### src/design/tcw_pkg.sv
// Shared types and constants of the text console writer.
`default_nettype none

package tcw_pkg;

  // Fixed field widths of the request and result items.
  localparam int unsigned CodeW  = 8;
  localparam int unsigned RowIdxW = 5;
  localparam int unsigned CellIdxW = 11;
  localparam int unsigned OffsW  = 11;

  localparam logic [CodeW-1:0] NEWLINE_CODE = 8'd10;
  localparam logic [CodeW-1:0] BLANK_CODE   = 8'd32;
  localparam logic [CodeW-1:0] RESET_ATTR   = 8'd15;

  typedef enum logic [1:0] {
    CMD_PUT       = 2'd0,
    CMD_CLR_SCREEN = 2'd1,
    CMD_CLR_ROW   = 2'd2,
    CMD_READ      = 2'd3
  } cmd_e;

  typedef struct packed {
    cmd_e                command;
    logic [CodeW-1:0]    char_code;
    logic [CodeW-1:0]    char_attr;
    logic [RowIdxW-1:0]  row_index;
    logic [CellIdxW-1:0] cell_index;
  } in_item_t;

  typedef struct packed {
    logic [OffsW-1:0] cursor_offset;
    logic [CodeW-1:0] read_char;
    logic [CodeW-1:0] read_attr;
    logic             scrolled;
    logic             request_error;
  } out_item_t;

  // Controller states.
  typedef enum logic [2:0] {
    ST_INIT     = 3'd0,
    ST_IDLE     = 3'd1,
    ST_DECODE   = 3'd2,
    ST_COPY     = 3'd3,
    ST_COPY_END = 3'd4,
    ST_BLANK    = 3'd5,
    ST_READ     = 3'd6,
    ST_RESP     = 3'd7
  } state_e;

  // Sweep pointer loads: start and end of the address range to walk.
  typedef enum logic [2:0] {
    PTR_HOLD = 3'd0,
    PTR_ALL  = 3'd1,
    PTR_ROW  = 3'd2,
    PTR_COPY = 3'd3,
    PTR_LAST = 3'd4
  } ptr_ld_e;

  typedef enum logic [1:0] {
    WR_NONE  = 2'd0,
    WR_INIT  = 2'd1,
    WR_BLANK = 2'd2,
    WR_PUT   = 2'd3
  } wr_sel_e;

  typedef enum logic [1:0] {
    RD_NONE = 2'd0,
    RD_COPY = 2'd1,
    RD_CELL = 2'd2
  } rd_sel_e;

  typedef enum logic [2:0] {
    CUR_HOLD = 3'd0,
    CUR_ZERO = 3'd1,
    CUR_ROW  = 3'd2,
    CUR_PUT  = 3'd3,
    CUR_LAST = 3'd4
  } cur_op_e;

  // Commands from the controller to the datapath.
  typedef struct packed {
    logic    capture;
    ptr_ld_e ptr_ld;
    logic    ptr_inc;
    wr_sel_e wr_sel;
    rd_sel_e rd_sel;
    cur_op_e cur_op;
    logic    set_scrolled;
    logic    rd_capture;
    logic    out_load;
  } ctl_t;

  // Status from the datapath to the controller.
  typedef struct packed {
    cmd_e cmd;
    logic wraps;
    logic last_row;
    logic req_ok;
    logic ptr_last;
    logic out_free;
  } sts_t;

endpackage

`default_nettype wire

### src/design/tcw_ctrl.sv
// Controller state machine of the text console writer.
`default_nettype none

module tcw_ctrl (
  input  wire logic          clk_i,
  input  wire logic          rst_ni,
  input  wire logic          in_valid_i,
  output logic               in_ready_o,
  input  wire tcw_pkg::sts_t sts_i,
  output tcw_pkg::ctl_t      ctl_o
);
  import tcw_pkg::*;

  state_e state_q, state_d;

  // State register; reset starts the clearing pass.
  always_ff @(posedge clk_i or negedge rst_ni) begin
    if (!rst_ni) begin
      state_q <= ST_INIT;
    end else begin
      state_q <= state_d;
    end
  end

  // Next state and datapath commands.
  always_comb begin
    state_d            = state_q;
    in_ready_o         = 1'b0;
    ctl_o.capture      = 1'b0;
    ctl_o.ptr_ld       = PTR_HOLD;
    ctl_o.ptr_inc      = 1'b0;
    ctl_o.wr_sel       = WR_NONE;
    ctl_o.rd_sel       = RD_NONE;
    ctl_o.cur_op       = CUR_HOLD;
    ctl_o.set_scrolled = 1'b0;
    ctl_o.rd_capture   = 1'b0;
    ctl_o.out_load     = 1'b0;

    unique case (state_q)
      ST_INIT: begin
        ctl_o.wr_sel  = WR_INIT;
        ctl_o.ptr_inc = 1'b1;
        if (sts_i.ptr_last) begin
          state_d = ST_IDLE;
        end
      end
      ST_IDLE: begin
        in_ready_o    = 1'b1;
        ctl_o.capture = in_valid_i;
        if (in_valid_i) begin
          state_d = ST_DECODE;
        end
      end
      ST_DECODE: begin
        unique case (sts_i.cmd)
          CMD_PUT: begin
            ctl_o.wr_sel = WR_PUT;
            ctl_o.cur_op = CUR_PUT;
            if (sts_i.wraps && sts_i.last_row) begin
              ctl_o.set_scrolled = 1'b1;
              ctl_o.ptr_ld       = PTR_COPY;
              state_d            = ST_COPY;
            end else begin
              state_d = ST_RESP;
            end
          end
          CMD_CLR_SCREEN: begin
            ctl_o.ptr_ld = PTR_ALL;
            ctl_o.cur_op = CUR_ZERO;
            state_d      = ST_BLANK;
          end
          CMD_CLR_ROW: begin
            if (sts_i.req_ok) begin
              ctl_o.ptr_ld = PTR_ROW;
              ctl_o.cur_op = CUR_ROW;
              state_d      = ST_BLANK;
            end else begin
              state_d = ST_RESP;
            end
          end
          CMD_READ: begin
            if (sts_i.req_ok) begin
              ctl_o.rd_sel = RD_CELL;
              state_d      = ST_READ;
            end else begin
              state_d = ST_RESP;
            end
          end
          default: begin
            state_d = ST_RESP;
          end
        endcase
      end
      ST_COPY: begin
        // Stream one cell per cycle from the row below.
        ctl_o.rd_sel  = RD_COPY;
        ctl_o.ptr_inc = 1'b1;
        if (sts_i.ptr_last) begin
          state_d = ST_COPY_END;
        end
      end
      ST_COPY_END: begin
        // The last copy write drains here; then the bottom row is blanked.
        ctl_o.ptr_ld = PTR_LAST;
        ctl_o.cur_op = CUR_LAST;
        state_d      = ST_BLANK;
      end
      ST_BLANK: begin
        ctl_o.wr_sel  = WR_BLANK;
        ctl_o.ptr_inc = 1'b1;
        if (sts_i.ptr_last) begin
          state_d = ST_RESP;
        end
      end
      ST_READ: begin
        ctl_o.rd_capture = 1'b1;
        state_d          = ST_RESP;
      end
      ST_RESP: begin
        if (sts_i.out_free) begin
          ctl_o.out_load = 1'b1;
          state_d        = ST_IDLE;
        end
      end
      default: begin
        state_d = ST_IDLE;
      end
    endcase
  end

  // The copy sweep always hands over to the drain state once it reaches its end.
  a_copy_end: assert property (@(posedge clk_i) disable iff (!rst_ni)
    (state_q == ST_COPY && sts_i.ptr_last) |=> (state_q == ST_COPY_END))
    else $error("copy sweep did not finish at its end mark");

  // A result is only loaded when the output register can take it.
  a_out_free: assert property (@(posedge clk_i) disable iff (!rst_ni)
    ctl_o.out_load |-> sts_i.out_free)
    else $error("result loaded over an untaken result");

  // Read data is captured only in the cycle after the read was issued.
  a_read_order: assert property (@(posedge clk_i) disable iff (!rst_ni)
    (state_q == ST_READ) |-> ($past(state_q) == ST_DECODE))
    else $error("read capture without a preceding read");

endmodule

`default_nettype wire

### config.mk
export PLATFORM = sky130hd
export DESIGN_NAME = tcw_ctrl
export DESIGN_NICKNAME = d
export VERILOG_FILES = /design/src/design/tcw_pkg.sv /design/src/design/tcw_ctrl.sv
export SDC_FILE = /design/constraint.sdc
export NUM_CORES = 1
export LEC_CHECK = 0
export ABC_AREA = 1
export ABC_CLOCK_PERIOD_IN_PS = 1000
export BUFFER_PORTS_ARGS = -buffer_cell sky130_fd_sc_hd__buf_4
export CAP_MARGIN = 30
export CORE_AREA = 10 10 47 49
export CTS_CLUSTER_SIZE = 16
export DETAILED_ROUTE_END_ITERATION = 16
export DIE_AREA = 0 0 57 59
export HOLD_SLACK_MARGIN = 0.03
export PLACE_DENSITY_LB_ADDON = 0.12
export SETUP_SLACK_MARGIN = 0.1
export SYNTH_ARGS = -nofsm -noshare
export SYNTH_HDL_FRONTEND = slang
export SYNTH_SLANG_ARGS = --single-unit
### constraint.sdc
create_clock -name clk_i -period 1 [get_ports clk_i]
set_input_delay 0.05 -clock clk_i [delete_from_list [all_inputs] [get_ports clk_i]]
set_output_delay 0.05 -clock clk_i [all_outputs]
set_load 0.02 [all_outputs]
==> summary.txt, run 1 <==
Initial antenna violation count -> 0
Die footprint -> 3360 um2
Gr ovfl total -> 0
Synth Warn # -> 0
Routed length per instance -> 12.9 um
Layout Nets -> 128
Syn Area/Cell -> 5.53 um2
Register with the most flip-flops -> state_q
Crit path max fanout -> 6
Least-Margin Pin Slew -> 313 ps
Hold Vio Cnt, Final -> 0
Post-DP HPWL -> 1230 um
Skew final -> 4.24 ps
Slew margin rel. -> 0.789
CORE AREA -> 1400 um2
Number of I/O pins -> 26
Vias per cell -> 4.65
Number of fillers in the final layout -> 112
Pleak -> 0.520 nW
H-tree depth -> 1
PortBufs -> 25
Post-route minimum period -> 1340 ps
GRT Util Overall -> 0.0965
CTS Buf Count -> 3
DRT iter0 DRCs -> 13
Failing checks -> negative setup slack
Setup_tns -> -5290 ps
Height of the die -> 59 um
Largest net degree at the start of global routing -> 9
HP Class -> in -> async
Register bit total from synthesis -> 3
CTS tree -> built
First-pass GRT wire length -> 2680 um
Post-layout instance area -> 1020 um2
Inserted Diodes -> 0
Clock Pin Slew Worst Setup and Hold Paths -> 40 ps
Pre-Repair DR Iteration Count -> 4
Drt total wl -> 1710 um
Crit share post-route -> 1.34
Via count -> 619
Post-Syn Instances -> 72
Highest clock rate -> 0.747 GHz
GP Congestion -> 0.791
Dominant cells by area after synthesis -> dfrtp_1, nand2_1, nand3_1
Drt drc -> 0
Worst-skew pair later-pin latency -> 240 ps
Startpoint Class -> register
Worst EP required -> 950 ps
Biggest regs -> state_q: 3 flops
Final Max Slew Viols -> 0
Seq/Total Area, Yosys -> 0.189
Unique masters post-synth -> 15
Post-route ant nets -> 0
Vias in the first global route -> 605
Worst vdd ir -> 1.53 mV
Share of the synthesized area in the top cell type -> 0.189
Layout cell share with drive strength beyond 1 -> 0.718
Crit end category -> primary output
Max_cap viols -> 0
Max reg flops -> 3
Setup CP Type -> reg -> out
Root buf cell -> clkbuf_4
Rows -> 14
Final setup violation count -> 19
Signal arrival time at the worst endpoint -> 1290 ps
Synth area leader -> dfrtp_1
CTS Buffer Depth -> 2
Wire length on met2 -> 872 um
Worst hold slack -> 140 ps
PwrDens -> 3090 nW/um2
WL met3 -> 180 um
PnR worst setup slack -> -339 ps
M1 wire length -> 621 um
Status -> complete, but fails checks
Clock sink count -> 3
Mapped Area -> 398 um2
Uppermost layer routed -> met4
Synth Net Count -> 82
Die width -> 57 um
P&R area growth vs syn -> 156%
Starting density of the core -> 0.284
Dpl cell area -> 768 um2
Unrepaired setup endpoints after global routing -> true
-- worst max-delay path, cell delays in order, from the launching register on --
cell and delay, ps:
dfrtp_2 460, nor2_4 190, nand2_4 130, nor3_4 130, buf_6 140
-- layout by cell type, fill, tap and decap left out, drive strengths merged --
| cell | netlist | final |
|---|---|---|
| nand2 | 21 | 21 |
| buf | 2 | 42 |
| inv | 13 | 13 |
| nor3 | 1 | 1 |
| a21oi | 3 | 3 |
| dlygate4sd3 | 0 | 1 |
| nor2 | 13 | 13 |
| o21ai | 1 | 1 |
| clkbuf | 0 | 4 |
| nand3 | 15 | 15 |
| dfrtp | 3 | 3 |
-- metal layers --
metal / vias to the layer above / track usage
li1: 317 / -
met1: 277 / 0.101
met2: 21 / 0.158
met3: 4 / 0.0515
met4: 0 / 0.0403
met5: - / 0
-- worst paths after layout --
kind / end / startpoint / depth (start not counted) / slack, ps
max in group asynchronous: state_q[1]$_DFFE_PN0P_ / rst_ni / 2 / 750
min reg2reg: state_q[2]$_DFFE_PN0P_ / state_q[2]$_DFFE_PN0P_ / 3 / 720
max: ctl_o[11] / state_q[0]$_DFFE_PN0P_ / 4 / -340
max reg2reg: state_q[0]$_DFFE_PN0P_ / state_q[1]$_DFFE_PN0P_ / 8 / -230
min in group clk_i: state_q[1]$_DFFE_PN0P_ / sts_i[1] / 4 / 190
min: state_q[2]$_DFFE_PN0P_ / rst_ni / 2 / 140
-- report_power, final --
group	switching (mW)	total (mW)	internal, mW
sequential	0.137	0.341	0.204
clock	0.0750	0.225	0.150
combinational	1.36	2.58	1.22
-- what timing repair did --
| action | CTS | global route |
|---|---|---|
| pin swaps | 8 | 4 |
| endpoints found under the hold margin | 3 | 0 |
| hold buffers | 1 | 0 |
| resized for setup | 25 | 17 |
| buffers inserted | 4 | 3 |
| setup endpoints to repair | 19 | 19 |
-- cell type report --
cell class                      count  area, um2  share of cell area
Clock buffer                        4       26.3              0.0258
Inverter                           13       53.8              0.0528
Multi-Input combinational cell     54        420               0.412
Sequential cell                     3       78.8              0.0773
Tap cell                           16       20.0              0.0196
Timing Repair Buffer               43        420               0.412
-- synthesized netlist by cell type --
library cell  number
buf_6              1
nand3_2            2
nor2_1            10
o21ai_0            1
buf_4              1
nor3_1             1
nand3_1           13
nand2_1           19
inv_1             11
nor2_2             2
dfrtp_1            3
inv_2              2
nor2_4             1
a21oi_1            3
nand2_2            2
-- cell families (layout without fill, tap and decap cells) --
| kind of cell | Yosys count | in the layout | synth area share |
|---|---|---|---|
| compound gates | 4 | 4 | 0.0503 |
| buf+inv | 15 | 60 | 0.170 |
| simple gates | 50 | 50 | 0.591 |
| flops | 3 | 3 | 0.189 |
-- through the flow --
step | util | std cells | total power, mW | setup WS, ps
after detailed placement | 0.548 | 121 | 2.16 | -295
after floorplan | - | 72 | 1.57 | -99.6
after global placement | 0.548 | 121 | 2.13 | -264
final | 0.728 | 133 | 3.15 | -339
after CTS | 0.668 | 130 | 2.83 | -338
after global routing | 0.728 | 133 | 3.37 | -406
No activity file was read; power rests on OpenSTA's default activity.
==> run 2, diff against run 1 <==
--- a/config.mk
+++ b/config.mk
@@ -9,10 +9,10 @@
 export ABC_CLOCK_PERIOD_IN_PS = 1000
 export BUFFER_PORTS_ARGS = -buffer_cell sky130_fd_sc_hd__buf_4
 export CAP_MARGIN = 30
-export CORE_AREA = 10 10 47 49
+export CORE_AREA = 2 2 39 41
 export CTS_CLUSTER_SIZE = 16
 export DETAILED_ROUTE_END_ITERATION = 16
-export DIE_AREA = 0 0 57 59
+export DIE_AREA = 0 0 41 43
 export HOLD_SLACK_MARGIN = 0.03
 export PLACE_DENSITY_LB_ADDON = 0.12
 export SETUP_SLACK_MARGIN = 0.1
==> run 2 against run 1 <==
Against the previous run: the flow still finishes with violations (negative setup slack); cell area rose by 3.7%; via count rose by 2.6%; first-iteration DRC count fell by 31%; flip-flop and latch count did not move; clock-buffer cell count did not move; maximum frequency fell by 1.3%; critical path type unchanged.
==> summary.txt, run 2 (same netlist as run 1, synthesis figures left out) <==
Status -> complete, but fails checks
Failing checks -> negative setup slack
Max_cap viols -> 0 (unchanged)
Number of fillers in the final layout -> 101 (-9.8%)
Routed length per instance -> 11.7 um (-9.3%)
Largest net degree at the start of global routing -> 8 (-1)
HP Class -> in -> async
First-pass GRT wire length -> 2280 um (-15%)
H-tree depth -> 1 (unchanged)
CTS Buf Count -> 3 (unchanged)
Layout Nets -> 132 (+3.1%)
Number of I/O pins -> 26 (unchanged)
Post-DP HPWL -> 983 um (-20%)
Highest clock rate -> 0.737 GHz (-1.3%)
PwrDens -> 3130 nW/um2 (+1.4%)
Least-Margin Pin Slew -> 314 ps (+0.575 ps)
P&R area growth vs syn -> 166%
Post-route minimum period -> 1360 ps (+18.1 ps)
Worst-skew pair later-pin latency -> 240 ps (about the same)
DRT iter0 DRCs -> 9 (-4)
Pleak -> 0.539 nW (+3.7%)
Drt total wl -> 1600 um (-6.5%)
Vias in the first global route -> 543 (-10%)
Biggest regs -> state_q: 3 flops
Die width -> 41 um (-28%)
Gr ovfl total -> 0 (unchanged)
Starting density of the core -> 0.288 (+0.00359)
Rows -> 14 (unchanged)
Crit end category -> primary output
PnR worst setup slack -> -357 ps (-18.1 ps)
Worst EP required -> 950 ps (about the same)
Unrepaired setup endpoints after global routing -> true
Slew margin rel. -> 0.789 (about the same)
Root buf cell -> clkbuf_4
CTS tree -> built
CORE AREA -> 1380 um2 (-1.2%)
Worst vdd ir -> 1.52 mV (-0.37%)
Skew final -> 1.97 ps (-2.27 ps)
Height of the die -> 43 um (-27%)
Vias per cell -> 4.64 (-0.41%)
Inserted Diodes -> 0 (unchanged)
Via count -> 635 (+2.6%)
PortBufs -> 25 (unchanged)
Register with the most flip-flops -> state_q
Die footprint -> 1760 um2 (-48%)
Post-route ant nets -> 0 (unchanged)
Setup CP Type -> reg -> out
M1 wire length -> 667 um (+7.4%)
Clock sink count -> 3 (unchanged)
Pre-Repair DR Iteration Count -> 4 (unchanged)
GRT Util Overall -> 0.188 (+0.0916)
Crit share post-route -> 1.36 (+0.0181)
Utilization after layout -> 0.764 (+0.0363)
Signal arrival time at the worst endpoint -> 1310 ps (+20 ps)
Wire length on met2 -> 840 um (-3.7%)
GP Congestion -> 0.839 (+6.2%)
Startpoint Class -> register
Initial antenna violation count -> 0 (unchanged)
Final setup violation count -> 19 (unchanged)
Tot Pwr -> 3.31 mW (+5.2%)
Clock Pin Slew Worst Setup and Hold Paths -> 40 ps (about the same)
Most frequent cells in the layout -> buf_4, buf_6, nand2_1, nor2_4, nand3_1
Drt drc -> 0 (unchanged)
Hold Vio Cnt, Final -> 0 (unchanged)
WL met3 -> 61 um (-66%)
CTS Buffer Depth -> 2 (unchanged)
Layout cell share with drive strength beyond 1 -> 0.711 (-0.00720)
Crit path max fanout -> 4 (-2)
Uppermost layer routed -> met4
Max reg flops -> 3 (unchanged)
Final Max Slew Viols -> 0 (unchanged)
run 2: cell types whose count changed in the layout (fill, tap and decap cells not counted), sizes merged:
cell / before / now
buf: 42 / 46
clkinv: 0 / 1
inv: 13 / 12
run 2: metal layers:
layer	vias to the layer above	global-route usage
met3	4	0.0314
li1	322	-
met2	19	0.303
met1	290	0.243
met4	0	0.0600
met5	-	0
run 2: what timing repair did:
action | in CTS | in global routing
endpoints found under the hold margin | 3 | 0
pin swaps | 6 | 6
setup endpoints to repair | 19 | 19
resized for setup | 28 | 18
buffers inserted | 8 | 5
hold buffers | 1 | 0
run 2: where the power goes:
part           leakage, nW  internal (mW)  switching (mW)  total (mW)
clock network       0.0150          0.150          0.0743       0.225
logic                0.492           1.31            1.44        2.75
registers           0.0317          0.204           0.131       0.335
total                0.539           1.67            1.64        3.31
run 2: worst max-delay path: stages (launching register included):
cell     delay (ps)
dfrtp_2         440
buf_6           130
nor2_4          140
nand2_4          80
buf_6           110
nand2_2          60
buf_6           110
run 2: cell type report:
| type | instances | area (um2) | share of cell area |
|---|---|---|---|
| flip-flops and latches | 3 | 78.8 | 0.0746 |
| repair buffers | 47 | 442 | 0.418 |
| multi-input cells | 54 | 432 | 0.408 |
| clock buffers | 4 | 26.3 | 0.0249 |
| well taps | 16 | 20.0 | 0.0189 |
| inverters | 13 | 58.8 | 0.0556 |
run 2: worst paths after layout:
kind,start,to,slack [ps],cells past startpoint
max in group asynchronous,rst_ni,state_q[0]$_DFFE_PN0P_,740,2
hold / removal,rst_ni,state_q[2]$_DFFE_PN0P_,150,2
min in group clk_i,sts_i[1],state_q[1]$_DFFE_PN0P_,190,4
hold reg to reg,state_q[2]$_DFFE_PN0P_,state_q[2]$_DFFE_PN0P_,580,2
setup reg to reg,state_q[1]$_DFFE_PN0P_,state_q[2]$_DFFE_PN0P_,-250,8
setup / recovery,state_q[1]$_DFFE_PN0P_,ctl_o[8],-360,6
run 2: per-stage QoR:
stage          cell area, um2  setup slack (ps)  setup TNS [ps]  std cells  hold slack, ps
5_1_grt                  1060              -389           -6150        137             148
6_report                 1060              -357           -5320        137             151
3_3_place_gp              753              -262           -2900        119            -160
3_5_place_dp              753              -317           -3360        119            -160
2_1_floorplan             508             -99.6            -442         72            -246
4_1_cts                   951              -344           -5050        132             141
==> run 3, diff against run 2 <==
--- a/config.mk
+++ b/config.mk
@@ -15,6 +15,7 @@
 export DIE_AREA = 0 0 41 43
 export HOLD_SLACK_MARGIN = 0.03
 export PLACE_DENSITY_LB_ADDON = 0.12
+export RECOVER_POWER = 25
 export SETUP_SLACK_MARGIN = 0.1
 export SYNTH_ARGS = -nofsm -noshare
 export SYNTH_HDL_FRONTEND = slang
==> run 3 against run 2 <==
Against the previous run: the flow still finishes with violations (negative setup slack); die area unchanged; global-route usage unchanged; cell area down 0.35%; non-clock buffer count unchanged; clock skew about the same; via count down 0.31%; largest cell class unchanged; highest routed layer unchanged.
==> summary.txt, run 3 (same netlist as run 1, synthesis figures left out) <==
Status -> complete, but fails checks
Failing checks -> negative setup slack
Worst r2r path cells -> 8 (unchanged)
Die width -> 41 um (unchanged)
Signal arrival time at the worst endpoint -> 1310 ps (about the same)
Unrepaired setup endpoints after global routing -> true
Largest net degree at the start of global routing -> 8 (unchanged)
Met3 track demand over resource -> 0.0314 (unchanged)
PwrDens -> 3140 nW/um2 (+0.30%)
Via count -> 633 (-0.31%)
Rows -> 14 (unchanged)
Routing usage on met1 -> 0.243 (unchanged)
Height of the die -> 43 um (unchanged)
Post-route ant nets -> 0 (unchanged)
Crit share post-route -> 1.36 (about the same)
Least-Margin Pin Slew -> 314 ps (unchanged)
Worst-skew pair later-pin latency -> 240 ps (about the same)
Inserted Diodes -> 0 (unchanged)
Global route hottest layer -> met2
Clock Pin Slew Worst Setup and Hold Paths -> 40 ps (about the same)
Gr ovfl total -> 0 (unchanged)
Setup_tns -> -5330 ps (-8.16 ps)
Crit end category -> primary output
H-tree depth -> 1 (unchanged)
Worst R2R End -> state_q[2]$_DFFE_PN0P_
Post-route minimum period -> 1360 ps (+0.875 ps)
Setup CP Type -> reg -> out
Clock sink count -> 3 (unchanged)
Biggest regs -> state_q: 3 flops
Layout cell share with drive strength beyond 1 -> 0.702 (-0.00826)
Post-DP HPWL -> 983 um (unchanged)
Vias in the first global route -> 543 (unchanged)
CTS Buffer Depth -> 2 (unchanged)
Multi-input gate area -> 432 um2 (unchanged)
Hold Vio Cnt, Final -> 0 (unchanged)
Slew margin rel. -> 0.789 (unchanged)
CTS Buf Count -> 3 (unchanged)
Crit path max fanout -> 4 (unchanged)
GP Congestion -> 0.839 (unchanged)
Critical Path Most Common Cell -> buf_6
Die footprint -> 1760 um2 (unchanged)
Initial antenna violation count -> 0 (unchanged)
Max_cap viols -> 0 (unchanged)
CTS tree -> built
Final Max Slew Viols -> 0 (unchanged)
DRT iter0 DRCs -> 9 (unchanged)
CORE AREA -> 1380 um2 (unchanged)
FF/Latch Area -> 78.8 um2 (unchanged)
Drt total wl -> 1600 um (unchanged)
CP peak stage delay -> 440 ps (about the same)
Register with the most flip-flops -> state_q
Number of I/O pins -> 26 (unchanged)
Max reg flops -> 3 (unchanged)
P&R area growth vs syn -> 165%
Highest clock rate -> 0.736 GHz (about the same)
Vias per cell -> 4.62 (-0.31%)
GRT Util Overall -> 0.188 (unchanged)
Worst vdd ir -> 1.52 mV (about the same)
Number of fillers in the final layout -> 103 (+2.0%)
Critical-path top delay cell -> dfrtp_2
PnR worst setup slack -> -358 ps (-0.875 ps)
Grt met2 use -> 0.303 (unchanged)
Tot Pwr -> 3.31 mW (about the same)
Root buf cell -> clkbuf_4
First-pass GRT wire length -> 2280 um (unchanged)
Routed length per instance -> 11.7 um (unchanged)
Startpoint Class -> register
Worst EP required -> 950 ps (about the same)
Most frequent cells in the layout -> buf_6, buf_4, nand2_1, nor2_4, nand3_1
Layout Nets -> 132 (unchanged)
Skew final -> 1.88 ps (-0.0918 ps)
HP Class -> in -> async
Commonest non-fill, non-tap cell in the layout -> buf_6
Drt drc -> 0 (unchanged)
Final setup violation count -> 19 (unchanged)
Pleak -> 0.535 nW (-0.67%)
Starting density of the core -> 0.288 (unchanged)
Pre-Repair DR Iteration Count -> 4 (unchanged)
CP cell instances -> buf_6 > nor2_4 > nand2_4 > buf_6 > nand2_2 > buf_6
PortBufs -> 25 (unchanged)
FF-to-FF setup slack -> -260 ps (about the same)
R2r startpoint -> state_q[1]$_DFFE_PN0P_
-- run 3: how the worst max path moves through the flow --
stage | from | end | slack (ps)
2_1_floorplan | state_q[0]$_DFFE_PN0P_ | ctl_o[11] | -100
3_3_place_gp | state_q[0]$_DFFE_PN0P_ | ctl_o[11] | -260
3_5_place_dp | state_q[0]$_DFFE_PN0P_ | state_q[0]$_DFFE_PN0P_ | -320
4_1_cts | state_q[0]$_DFFE_PN0P_ | ctl_o[8] | -340
5_1_grt | state_q[1]$_DFFE_PN0P_ | ctl_o[8] | -390
6_report | state_q[1]$_DFFE_PN0P_ | ctl_o[8] | -360
-- run 3: critical path, delay by kind of cell (launching register included) --
kind                   cells  cell delay (ps)
flip-flops                 1              440
AND/OR/NAND/NOR            3              280
buffers and inverters      3              350
-- run 3: routing by layer --
layer / up-vias / wire, um / part of all wire
met5: - / 0 / 0
met1: 288 / 670 / 0.42
met3: 4 / 61 / 0.038
met2: 19 / 837 / 0.52
li1: 322 / - / -
met4: 0 / 31 / 0.019
-- run 3: layout make-up --
type | count | area share
Sequential cell | 3 | 0.0748
Inverter | 13 | 0.0558
Clock buffer | 4 | 0.0249
Tap cell | 16 | 0.0190
Multi-Input combinational cell | 54 | 0.410
Timing Repair Buffer | 47 | 0.416
-- run 3: repair_timing --
item | 4_1_cts | 5_1_grt
setup endpoints to repair | 19 | 19
pin swaps | 6 | 6
hold buffers | 1 | 0
endpoints found under the hold margin | 3 | 0
resized for setup | 28 | 18
gates cloned | 0 | 0
setup buffers | 8 | 5
-- run 3: metrics by stage --
stage / instance area, um2 / utilization / cells / hold WS (ps) / setup WS, ps
finish: 1050 / 0.761 / 137 / 157 / -358
global placement: 753 / 0.544 / 119 / -160 / -262
detailed placement: 753 / 0.544 / 119 / -160 / -317
CTS: 951 / 0.687 / 132 / 141 / -344
global route: 1050 / 0.761 / 137 / 170 / -389
floorplan: 508 / - / 72 / -246 / -99.6
-- run 3: where the power goes --
group / internal (mW) / switching [mW]
logic: 1.31 / 1.44
clock network: 0.150 / 0.0742
registers: 0.204 / 0.131
